<file path="config.mk">
export PLATFORM = sky130hd
export DESIGN_NAME = sap_channel
export DESIGN_NICKNAME = d
export VERILOG_FILES = /design/src/hw/rtl/sap_pkg.sv /design/src/hw/rtl/sap_channel.sv
export SDC_FILE = /design/constraint.sdc
export NUM_CORES = 2
export LEC_CHECK = 0
export BUFFER_PORTS_ARGS = -buffer_cell sky130_fd_sc_hd__buf_2
export CAP_MARGIN = 10
export CORE_MARGIN = 2
export CORE_UTILIZATION = 40
export CTS_BUF_LIST = sky130_fd_sc_hd__clkbuf_8
export DETAILED_ROUTE_END_ITERATION = 7
export GPL_TIMING_DRIVEN = 0
export PLACE_DENSITY = 0.6
export RECOVER_POWER = 25
export SYNTH_ARGS = -nofsm -noshare
export SYNTH_HDL_FRONTEND = slang
export SYNTH_SLANG_ARGS = --single-unit
</file>
<file path="constraint.sdc">
create_clock -name clk_i -period 9.8 [get_ports clk_i]
set_input_delay 0 -clock clk_i [delete_from_list [all_inputs] [get_ports clk_i]]
set_output_delay 0 -clock clk_i [all_outputs]
set_load 0.005 [all_outputs]
</file>
<file path="src/hw/rtl/sap_pkg.sv">
// ----------------------------------------------------------------------------
// sap_pkg: shared definitions for the stereo all-pass phaser
// Sizes, Q-format helpers, register indexes and the section control word.
// ----------------------------------------------------------------------------
package sap_pkg;

  // Sizes
  localparam int MAX_SECTION_PAIRS = 12;
  localparam int SAMPLE_BITS       = 24;
  localparam int SECTIONS          = 2 * MAX_SECTION_PAIRS;
  localparam int SEC_AW            = $clog2(SECTIONS);
  localparam int SEC_CW            = $clog2(SECTIONS + 1);
  localparam int MEM_W             = 32;
  localparam int COEF_W            = 16;
  localparam int PAIRS_W           = 4;

  // Configuration port
  localparam int CFG_W  = 16;
  localparam int CFG_AW = 3;

  typedef logic [CFG_AW-1:0] cfg_idx_t;

  localparam cfg_idx_t CFG_PAN_BALANCE   = cfg_idx_t'(0);
  localparam cfg_idx_t CFG_FEEDBACK_GAIN = cfg_idx_t'(1);
  localparam cfg_idx_t CFG_CROSS_MIX     = cfg_idx_t'(2);
  localparam cfg_idx_t CFG_SECTION_PAIRS = cfg_idx_t'(3);
  localparam cfg_idx_t CFG_INVERT_OUTPUT = cfg_idx_t'(4);

  // Stream widths, whole bytes
  localparam int IN_TDATA_W  = ((2 * SAMPLE_BITS + 2 * COEF_W + 7) / 8) * 8;
  localparam int OUT_TDATA_W = ((2 * SAMPLE_BITS + 7) / 8) * 8;

  // Working widths for rounding and saturation
  localparam int PROD_W   = 64;
  localparam int SAT_IN_W = 48;

  localparam logic signed [PROD_W-1:0] HALF_Q16 = PROD_W'(32768);
  localparam logic signed [PROD_W-1:0] HALF_Q15 = PROD_W'(16384);

  typedef logic signed [SAMPLE_BITS-1:0] smp_t;

  // Per-step control for both channel section engines
  typedef struct packed {
    logic              rd_en;
    logic [SEC_AW-1:0] rd_addr;
    logic              wr_en;
    logic [SEC_AW-1:0] wr_addr;
    logic              ld_x;
    logic              ld_m;
    logic              mul_nm;
    logic              sub_x;
  } sap_ctrl_t;

  // Round half up then floor shift, Q0.16 products
  function automatic logic signed [SAT_IN_W-1:0] rnd_q16(input logic signed [PROD_W-1:0] p);
    logic signed [PROD_W-1:0] q;
    q = p + HALF_Q16;
    return SAT_IN_W'(q >>> 16);
  endfunction

  // Round half up then floor shift, Q1.15 products
  function automatic logic signed [SAT_IN_W-1:0] rnd_q15(input logic signed [PROD_W-1:0] p);
    logic signed [PROD_W-1:0] q;
    q = p + HALF_Q15;
    return SAT_IN_W'(q >>> 15);
  endfunction

  // Saturate to the sample range
  function automatic smp_t sat_smp(input logic signed [SAT_IN_W-1:0] v);
    logic [SAT_IN_W-SAMPLE_BITS:0] hi;
    hi = v[SAT_IN_W-1:SAMPLE_BITS-1];
    if (!v[SAT_IN_W-1] && (|hi)) begin
      sat_smp = {1'b0, {(SAMPLE_BITS-1){1'b1}}};
    end else if (v[SAT_IN_W-1] && !(&hi)) begin
      sat_smp = {1'b1, {(SAMPLE_BITS-1){1'b0}}};
    end else begin
      sat_smp = v[SAMPLE_BITS-1:0];
    end
  endfunction

  // Saturate to the section memory word
  function automatic logic signed [MEM_W-1:0] sat_mem(input logic signed [SAT_IN_W-1:0] v);
    logic [SAT_IN_W-MEM_W:0] hi;
    hi = v[SAT_IN_W-1:MEM_W-1];
    if (!v[SAT_IN_W-1] && (|hi)) begin
      sat_mem = {1'b0, {(MEM_W-1){1'b1}}};
    end else if (v[SAT_IN_W-1] && !(&hi)) begin
      sat_mem = {1'b1, {(MEM_W-1){1'b0}}};
    end else begin
      sat_mem = v[MEM_W-1:0];
    end
  endfunction

endpackage

</file>
<file path="src/hw/rtl/sap_channel.sv">
// ----------------------------------------------------------------------------
// sap_channel: all-pass section engine for one channel
// Section memory with registered read, one shared multiplier and the
// add / multiply / subtract steps of each first-order all-pass section.
// ----------------------------------------------------------------------------
module sap_channel (
  input  logic                      clk_i,
  input  logic                      rst_ni,
  input  logic                      clr_i,
  input  sap_pkg::sap_ctrl_t        ctrl_i,
  input  logic [sap_pkg::COEF_W-1:0] coef_i,
  input  sap_pkg::smp_t             x_i,
  output sap_pkg::smp_t             x_o
);

  // Section memory and per-entry valid bits
  logic [sap_pkg::MEM_W-1:0]    mem_q [sap_pkg::SECTIONS];
  logic [sap_pkg::SECTIONS-1:0] valid_q;
  logic [sap_pkg::MEM_W-1:0]    rd_data_q;
  logic                         rd_vld_q;

  // Datapath
  logic signed [sap_pkg::MEM_W-1:0]          rd_word;
  logic signed [sap_pkg::MEM_W-1:0]          tmp_q;
  logic signed [sap_pkg::MEM_W-1:0]          nm_q;
  logic signed [sap_pkg::MEM_W-1:0]          nm_d;
  logic signed [sap_pkg::MEM_W-1:0]          mul_a;
  logic signed [sap_pkg::MEM_W+sap_pkg::COEF_W:0] p_q;
  logic signed [sap_pkg::MEM_W+sap_pkg::COEF_W:0] p_d;
  sap_pkg::smp_t                             x_q;
  sap_pkg::smp_t                             x_sub;

  // Entries never written since the last clear read as zero
  assign rd_word = rd_vld_q ? $signed(rd_data_q) : '0;

  // One multiplier: stored sample on a load, new memory value otherwise
  assign mul_a = ctrl_i.mul_nm ? nm_q : rd_word;
  assign p_d   = mul_a * $signed({1'b0, coef_i});

  // m' = g*m + x and y = m - g*m'
  assign nm_d  = sap_pkg::sat_mem(sap_pkg::rnd_q16(sap_pkg::PROD_W'(p_q))
                                  + sap_pkg::SAT_IN_W'(x_q));
  assign x_sub = sap_pkg::sat_smp(sap_pkg::SAT_IN_W'(tmp_q)
                                  - sap_pkg::rnd_q16(sap_pkg::PROD_W'(p_q)));

  // Memory array, write and registered read
  always_ff @(posedge clk_i) begin
    if (ctrl_i.wr_en) begin
      mem_q[ctrl_i.wr_addr] <= nm_d;
    end
    if (ctrl_i.rd_en) begin
      rd_data_q <= mem_q[ctrl_i.rd_addr];
    end
  end

  // Valid bits, cleared by reset and by a section count write
  always_ff @(posedge clk_i or negedge rst_ni) begin
    if (!rst_ni) begin
      valid_q  <= '0;
      rd_vld_q <= 1'b0;
    end else if (clr_i) begin
      valid_q  <= '0;
      rd_vld_q <= 1'b0;
    end else begin
      if (ctrl_i.wr_en) begin
        valid_q[ctrl_i.wr_addr] <= 1'b1;
      end
      if (ctrl_i.rd_en) begin
        rd_vld_q <= valid_q[ctrl_i.rd_addr];
      end
    end
  end

  // Section step registers
  always_ff @(posedge clk_i) begin
    if (ctrl_i.ld_m || ctrl_i.mul_nm) begin
      p_q <= p_d;
    end
    if (ctrl_i.ld_m) begin
      tmp_q <= rd_word;
    end
    if (ctrl_i.wr_en) begin
      nm_q <= nm_d;
    end
    if (ctrl_i.ld_x) begin
      x_q <= x_i;
    end else if (ctrl_i.sub_x) begin
      x_q <= x_sub;
    end
  end

  assign x_o = x_q;

endmodule

</file>
; Word level (Yosys, flattened, before mapping)
; Memories as Yosys holds them, arrays and structs flattened. A register that Yosys moved wholly into a read port is not among the register bits.
; Index checks and enable logic that the tools add are counted.
[word_totals]
input_bits = 59
reg_bits = 162
n_memories = 1
word_cells = 50
out_inout_bits = 24
ram_bits = 768
[mem_list]
columns = name, depth, word_bits, rd, rd_ports_with_merged_regs, write_ports, line_no
row1 = mem_q, 24, 32, 1, 1, 1, sap_channel.sv:17  ; logic [sap_pkg::MEM_W-1:0] mem_q [sap_pkg::SECTIONS];
[op_classes]
n_lt_le_gt_ge = 3
reduce_logical = 17
add_sub_neg = 3
n_mul = 1
mux = 18
bitwise_logic = 1
[ops]
columns = op, n
row1 = $mux W24, 6
row2 = $mux W32, 4
row3 = $add A49 B17 Y50 const B, 1
row4 = $mul A32 B17 Y49, 1
row5 = $add A34 B24 Y35, 1
row6 = $sub A32 B34 Y35, 1
row7 = $reduce_and A25 Y1, 1
row8 = $reduce_or A25 Y1, 1
row9 = $or A24 B24 Y24, 1
row10 = $reduce_and A17 Y1, 1
row11 = $reduce_or A17 Y1, 1
row12 = $lt A5 B6 Y1 const B, 2
row13 = $mux W1, 6
row14 = $reduce_bool A2 Y1, 3
row15 = $bmux W1 S5, 1
row16 = $demux W1 S5, 1
row17 = $ge A5 B1 Y1 const B, 1
row18 = $logic_and A1 B1 Y1, 5
row19 = $logic_not A1 Y1, 4
row20 = $logic_or A1 B1 Y1, 1

; Depth between registers and ports, before layout
[logic_depth]
ltp_word = 9
mapped_depth = 28
mapped_depth_nobuf = 25

; Worst setup path after synthesis
; Ideal clock, no wire load.
[synth_path]
path_type = register to register
start = reg rd_vld_q
end = reg p_q[48] in the netlist's numbering, data pin
required_time_ns = 9.531
stages_incl_launch_ff = 26
setup_ns = 0.269
path_slack_ns = 2.865
arrival_time_ns = 6.666
path_buffers = 2
period_less_slack_ns = 6.935
path_cell_list = dfrtp_1 -> clkbuf_1 -> nand2_1 -> o21ai_0 -> clkbuf_1 -> nand2_1 -> fa_1 -> inv_1 -> fa_1 -> fa_1 -> fa_1 -> fa_1 -> inv_1 -> fa_1 -> inv_1 -> ha_1 -> a21o_1 -> a21o_1 -> a21oi_1 -> o211ai_1 -> o211ai_1 -> o2111ai_1 -> a31o_2 -> a41oi_1 -> o311ai_0 -> xnor2_1
[synth_between]
elab_chain_cells = 3
[synth_rtl]
columns = item, line_no
row1 = from (decl), sap_channel.sv:20  ; logic rd_vld_q;
row2 = from (signal assigned), sap_channel.sv:69  ; rd_vld_q <= valid_q[ctrl_i.rd_addr];
row3 = $mux W32, sap_channel.sv:34  ; assign rd_word = rd_vld_q ? $signed(rd_data_q) : '0;
row4 = $mux W32, sap_channel.sv:37  ; assign mul_a = ctrl_i.mul_nm ? nm_q : rd_word;
row5 = $mul A32 B17 Y49, sap_channel.sv:38  ; assign p_d = mul_a * $signed({1'b0, coef_i});
row6 = "named net p_d, one bit", sap_channel.sv:29  ; logic signed [sap_pkg::MEM_W+sap_pkg::COEF_W:0] p_d;
row7 = to (signal assigned), sap_channel.sv:77  ; p_q <= p_d;
row8 = to (decl), sap_channel.sv:28  ; logic signed [sap_pkg::MEM_W+sap_pkg::COEF_W:0] p_q;
; The timed path passes the listed nets, and every way through them passes these cells.
; A chain may end at the register's enable or synchronous reset.

; Worst setup path after layout
; Same ends and word-level chain as after synthesis.

==> metrics.txt <==
syn_nets=4961; DP HPWL=120000 µm; initial antenna violation count=12; CTS Buf Count=142; Synth cell types=81; first-pass GRT wire length=238000 µm; post-synthesis xor/xnor area fraction=1.83%; IO Pins=83; Synth Area in Simple Gates=8.07%; Synth area leader=edfxtp_1; max-cap check violation count=24; Post-synth ARST share=2.64%; fill cell count=13000; synth top area cells=edfxtp_1 48%, fa_1 17%, mux4_2 9.0%, inv_1 4.1%, ha_1 4.0%; Max FO, Critical Path=10; postcts setup bufs=0; most frequent cells after synthesis=922 x edfxtp_1, 631 x inv_1, 489 x fa_1, 338 x nand2_1, 266 x and2_1; First-pass DRT Iterations=8; TritonCTS clock tree=built; Slew Viols, Final=460; hold endpoint=mem_q[6][30]; Synth Area in Compound Gates=4.93%; internal reg-to-reg setup slack=0.53 ns; Initial Utilization=40.3%; DIE AREA=148000 µm²; FF-to-FF End=p_q[48]; synth warn=0; final hold violations=0; Met1 Wirelength=68500 µm; post-synth top area share=47.8%; RSZ-0062 raised after global routing=no; Worst-Skew Late Latency=0.87 ns; crit end category=flip-flop; CTS root buf=clkbuf_8; Fin Hold WS=0.00560 ns; DR top layer=met5; worst reg2reg startpoint=rd_vld_q; vias in the first global route=36400; Final min period=9.27 ns; worst path required time=10.36 ns; final net count=5267; met2 wire length=75700 µm; chip width=385 µm; Synth Instances=4229; IO Port Bufs=76; worst hold stages=3; Avg Synthesized Cell Area=13.7 µm²; core area=144000 µm²; Post-CTS Hold Buffers=56; length of routed met3 wiring=10600 µm; worst-margin pin slew=2.69 ns; hold crit path type=input pin to flip-flop; die height=385 µm; #FFs+latches synth=947; sequential area share after synthesis=48.9%; vias after detailed routing=35000; largest net degree at the start of global routing=37; CTS Sinks=947; critical path type=flip-flop to flip-flop; ANT nets after route=0; post-synthesis instance area=57900 µm²; main combinational cell family by area after synthesis=adder cells; area of the multi-input gates=26600 µm²; Layout Cells excl Fill=6555; area grow syn2layout=11.2%; Initial DRC Count=2851; GRT overflow=0; Worst Clk Skew=0.0551 ns; Critical Path Start Type=flip-flop; Post-synth EDFFs=922; TNS Setup=0 ns; WL final=160000 µm; Layout Utilization=44.8%; Top FF cell, synth=edfxtp_1; Worst slew margin=-79.5%; crit path DAT=9.82 ns; mux contribution to synthesized area=10.1%; final setup fails=0; Worst Reg-to-Reg Cells=24; status=finished with violations; min-delay src=ctrl_i[5]; most numerous cell in the Yosys netlist=edfxtp_1; CTS Buffer Depth=3; Final Wtd Congestion=0.928; Post-route DRC=8; GR Util All Layers=22.0%; Seq. cell area=28300 µm²; crit path from=rd_vld_q; Max Clock Freq=0.108 GHz; cell row count=139; WL per Instance=24.4 µm; CTS clk-pin slew, worst paths=0.07 ns; DR vias/cell=5.34; part of the cycle the worst path needs=94.6%; adder-cell share of the synthesized area=20.9%; failing checks=DRC, capacitance limit, slew limit; Placed Cells=6236; CTS resizes=0; H-tree Lvls=4; layout cells sized above 1=11.8%
==> kinds of logic (layout without fill, tap and decap cells) <==
| family | after synthesis | after routing |
|---|---|---|
| DFF | 947 | 947 |
| other | 0 | 3 |
| xor gates and xnor gates | 121 | 121 |
| AOI/OAI and AO/OA | 423 | 423 |
| muxes | 294 | 294 |
| and+or+nand+nor | 959 | 959 |
| adders and majority gates | 673 | 673 |
| buffers and inverters | 812 | 1232 |
==> state kept, by name (all words and copies together) (netlist names) <==
register,count
mem_q,768
rd_data_q,32
valid_q,24
p_q,34
rd_vld_q,1
tmp_q,32
nm_q,32
x_o,24
==> worst max-delay path, cell delays in order, from the launching register on <==
cell and delay, ns:
dfrtp_1 0.51, clkbuf_1 0.58, nand2_1 0.24, o21ai_1 0.82
clkbuf_1 0.59, nand2_1 0.17, fa_1 0.56, inv_1 0.05
fa_1 0.48, fa_1 0.49, fa_1 0.50, fa_1 0.49
inv_1 0.05, fa_1 0.47, inv_1 0.04, ha_1 0.31
a211o_1 0.27, a21oi_1 0.23, o211ai_1 0.26, o211ai_1 0.41
o2111ai_1 0.28, a31o_2 0.34, a41oi_1 0.40, o311ai_0 0.26
xnor2_1 0.18
==> how the worst max path moves through the flow <==
stage          depth (start not counted)  endpoint  slack, ns
3_5_place_dp                          24   p_q[48]       0.58
2_1_floorplan                         25   p_q[48]       2.86
3_3_place_gp                          25   p_q[48]       0.07
4_1_cts                               24   p_q[48]       0.52
5_1_grt                               25   p_q[48]       0.15
6_report                              24   p_q[48]       0.53
==> per-stage QoR <==
| step | instance area [µm²] | setup WS, ns |
|---|---|---|
| after floorplan | 57900 | 2.86 |
| after global placement | 60700 | 0.0658 |
| after detailed placement | 61400 | 0.577 |
| after CTS | 64600 | 0.524 |
| after global routing | 64400 | 0.152 |
| final | 64400 | 0.533 |
==> per-layer routing <==
| layer | global-route usage, % | up-vias |
|---|---|---|
| li1 | - | 15300 |
| met1 | 30.6 | 18200 |
| met2 | 35.4 | 1234 |
| met3 | 3.38 | 234 |
| met4 | 7.52 | 8 |
| met5 | 0 | - |
==> layout by cell type (no fill, tap or decap), drive strengths merged, types with 15 or more instances in the layout <==
cell type / netlist / layout
a21o: 83 / 83
and3: 37 / 37
mux2: 27 / 27
edfxtp: 922 / 922
nand4: 22 / 22
dlygate4sd3: 0 / 55
nand3: 36 / 36
xor2: 51 / 51
nor2: 180 / 180
dfrtp: 25 / 25
a21oi: 118 / 118
clkinv: 0 / 41
o22ai: 23 / 23
nor3: 22 / 22
mux2i: 36 / 36
buf: 42 / 123
o21a: 23 / 23
o21ai: 62 / 62
xnor2: 70 / 70
nand2: 338 / 338
inv: 632 / 698
clkbuf: 138 / 308
and2: 266 / 266
fa: 489 / 489
mux4: 231 / 231
o21bai: 15 / 15
ha: 184 / 184
==> area by class of cell <==
cell class | instances | area share [%]
multi-input cells | 2470 | 41.2
plain buffers | 180 | 1.10
diodes | 3 | 0.0117
clock buffers | 144 | 3.08
inverters | 632 | 3.68
clock inverters | 114 | 1.00
well taps | 1903 | 3.70
repair buffers | 162 | 2.26
flip-flops and latches | 947 | 43.9
Power is left out: the tool's default activity adds up to more than one toggle a clock period on the data nets, which glitch-free logic cannot reach.
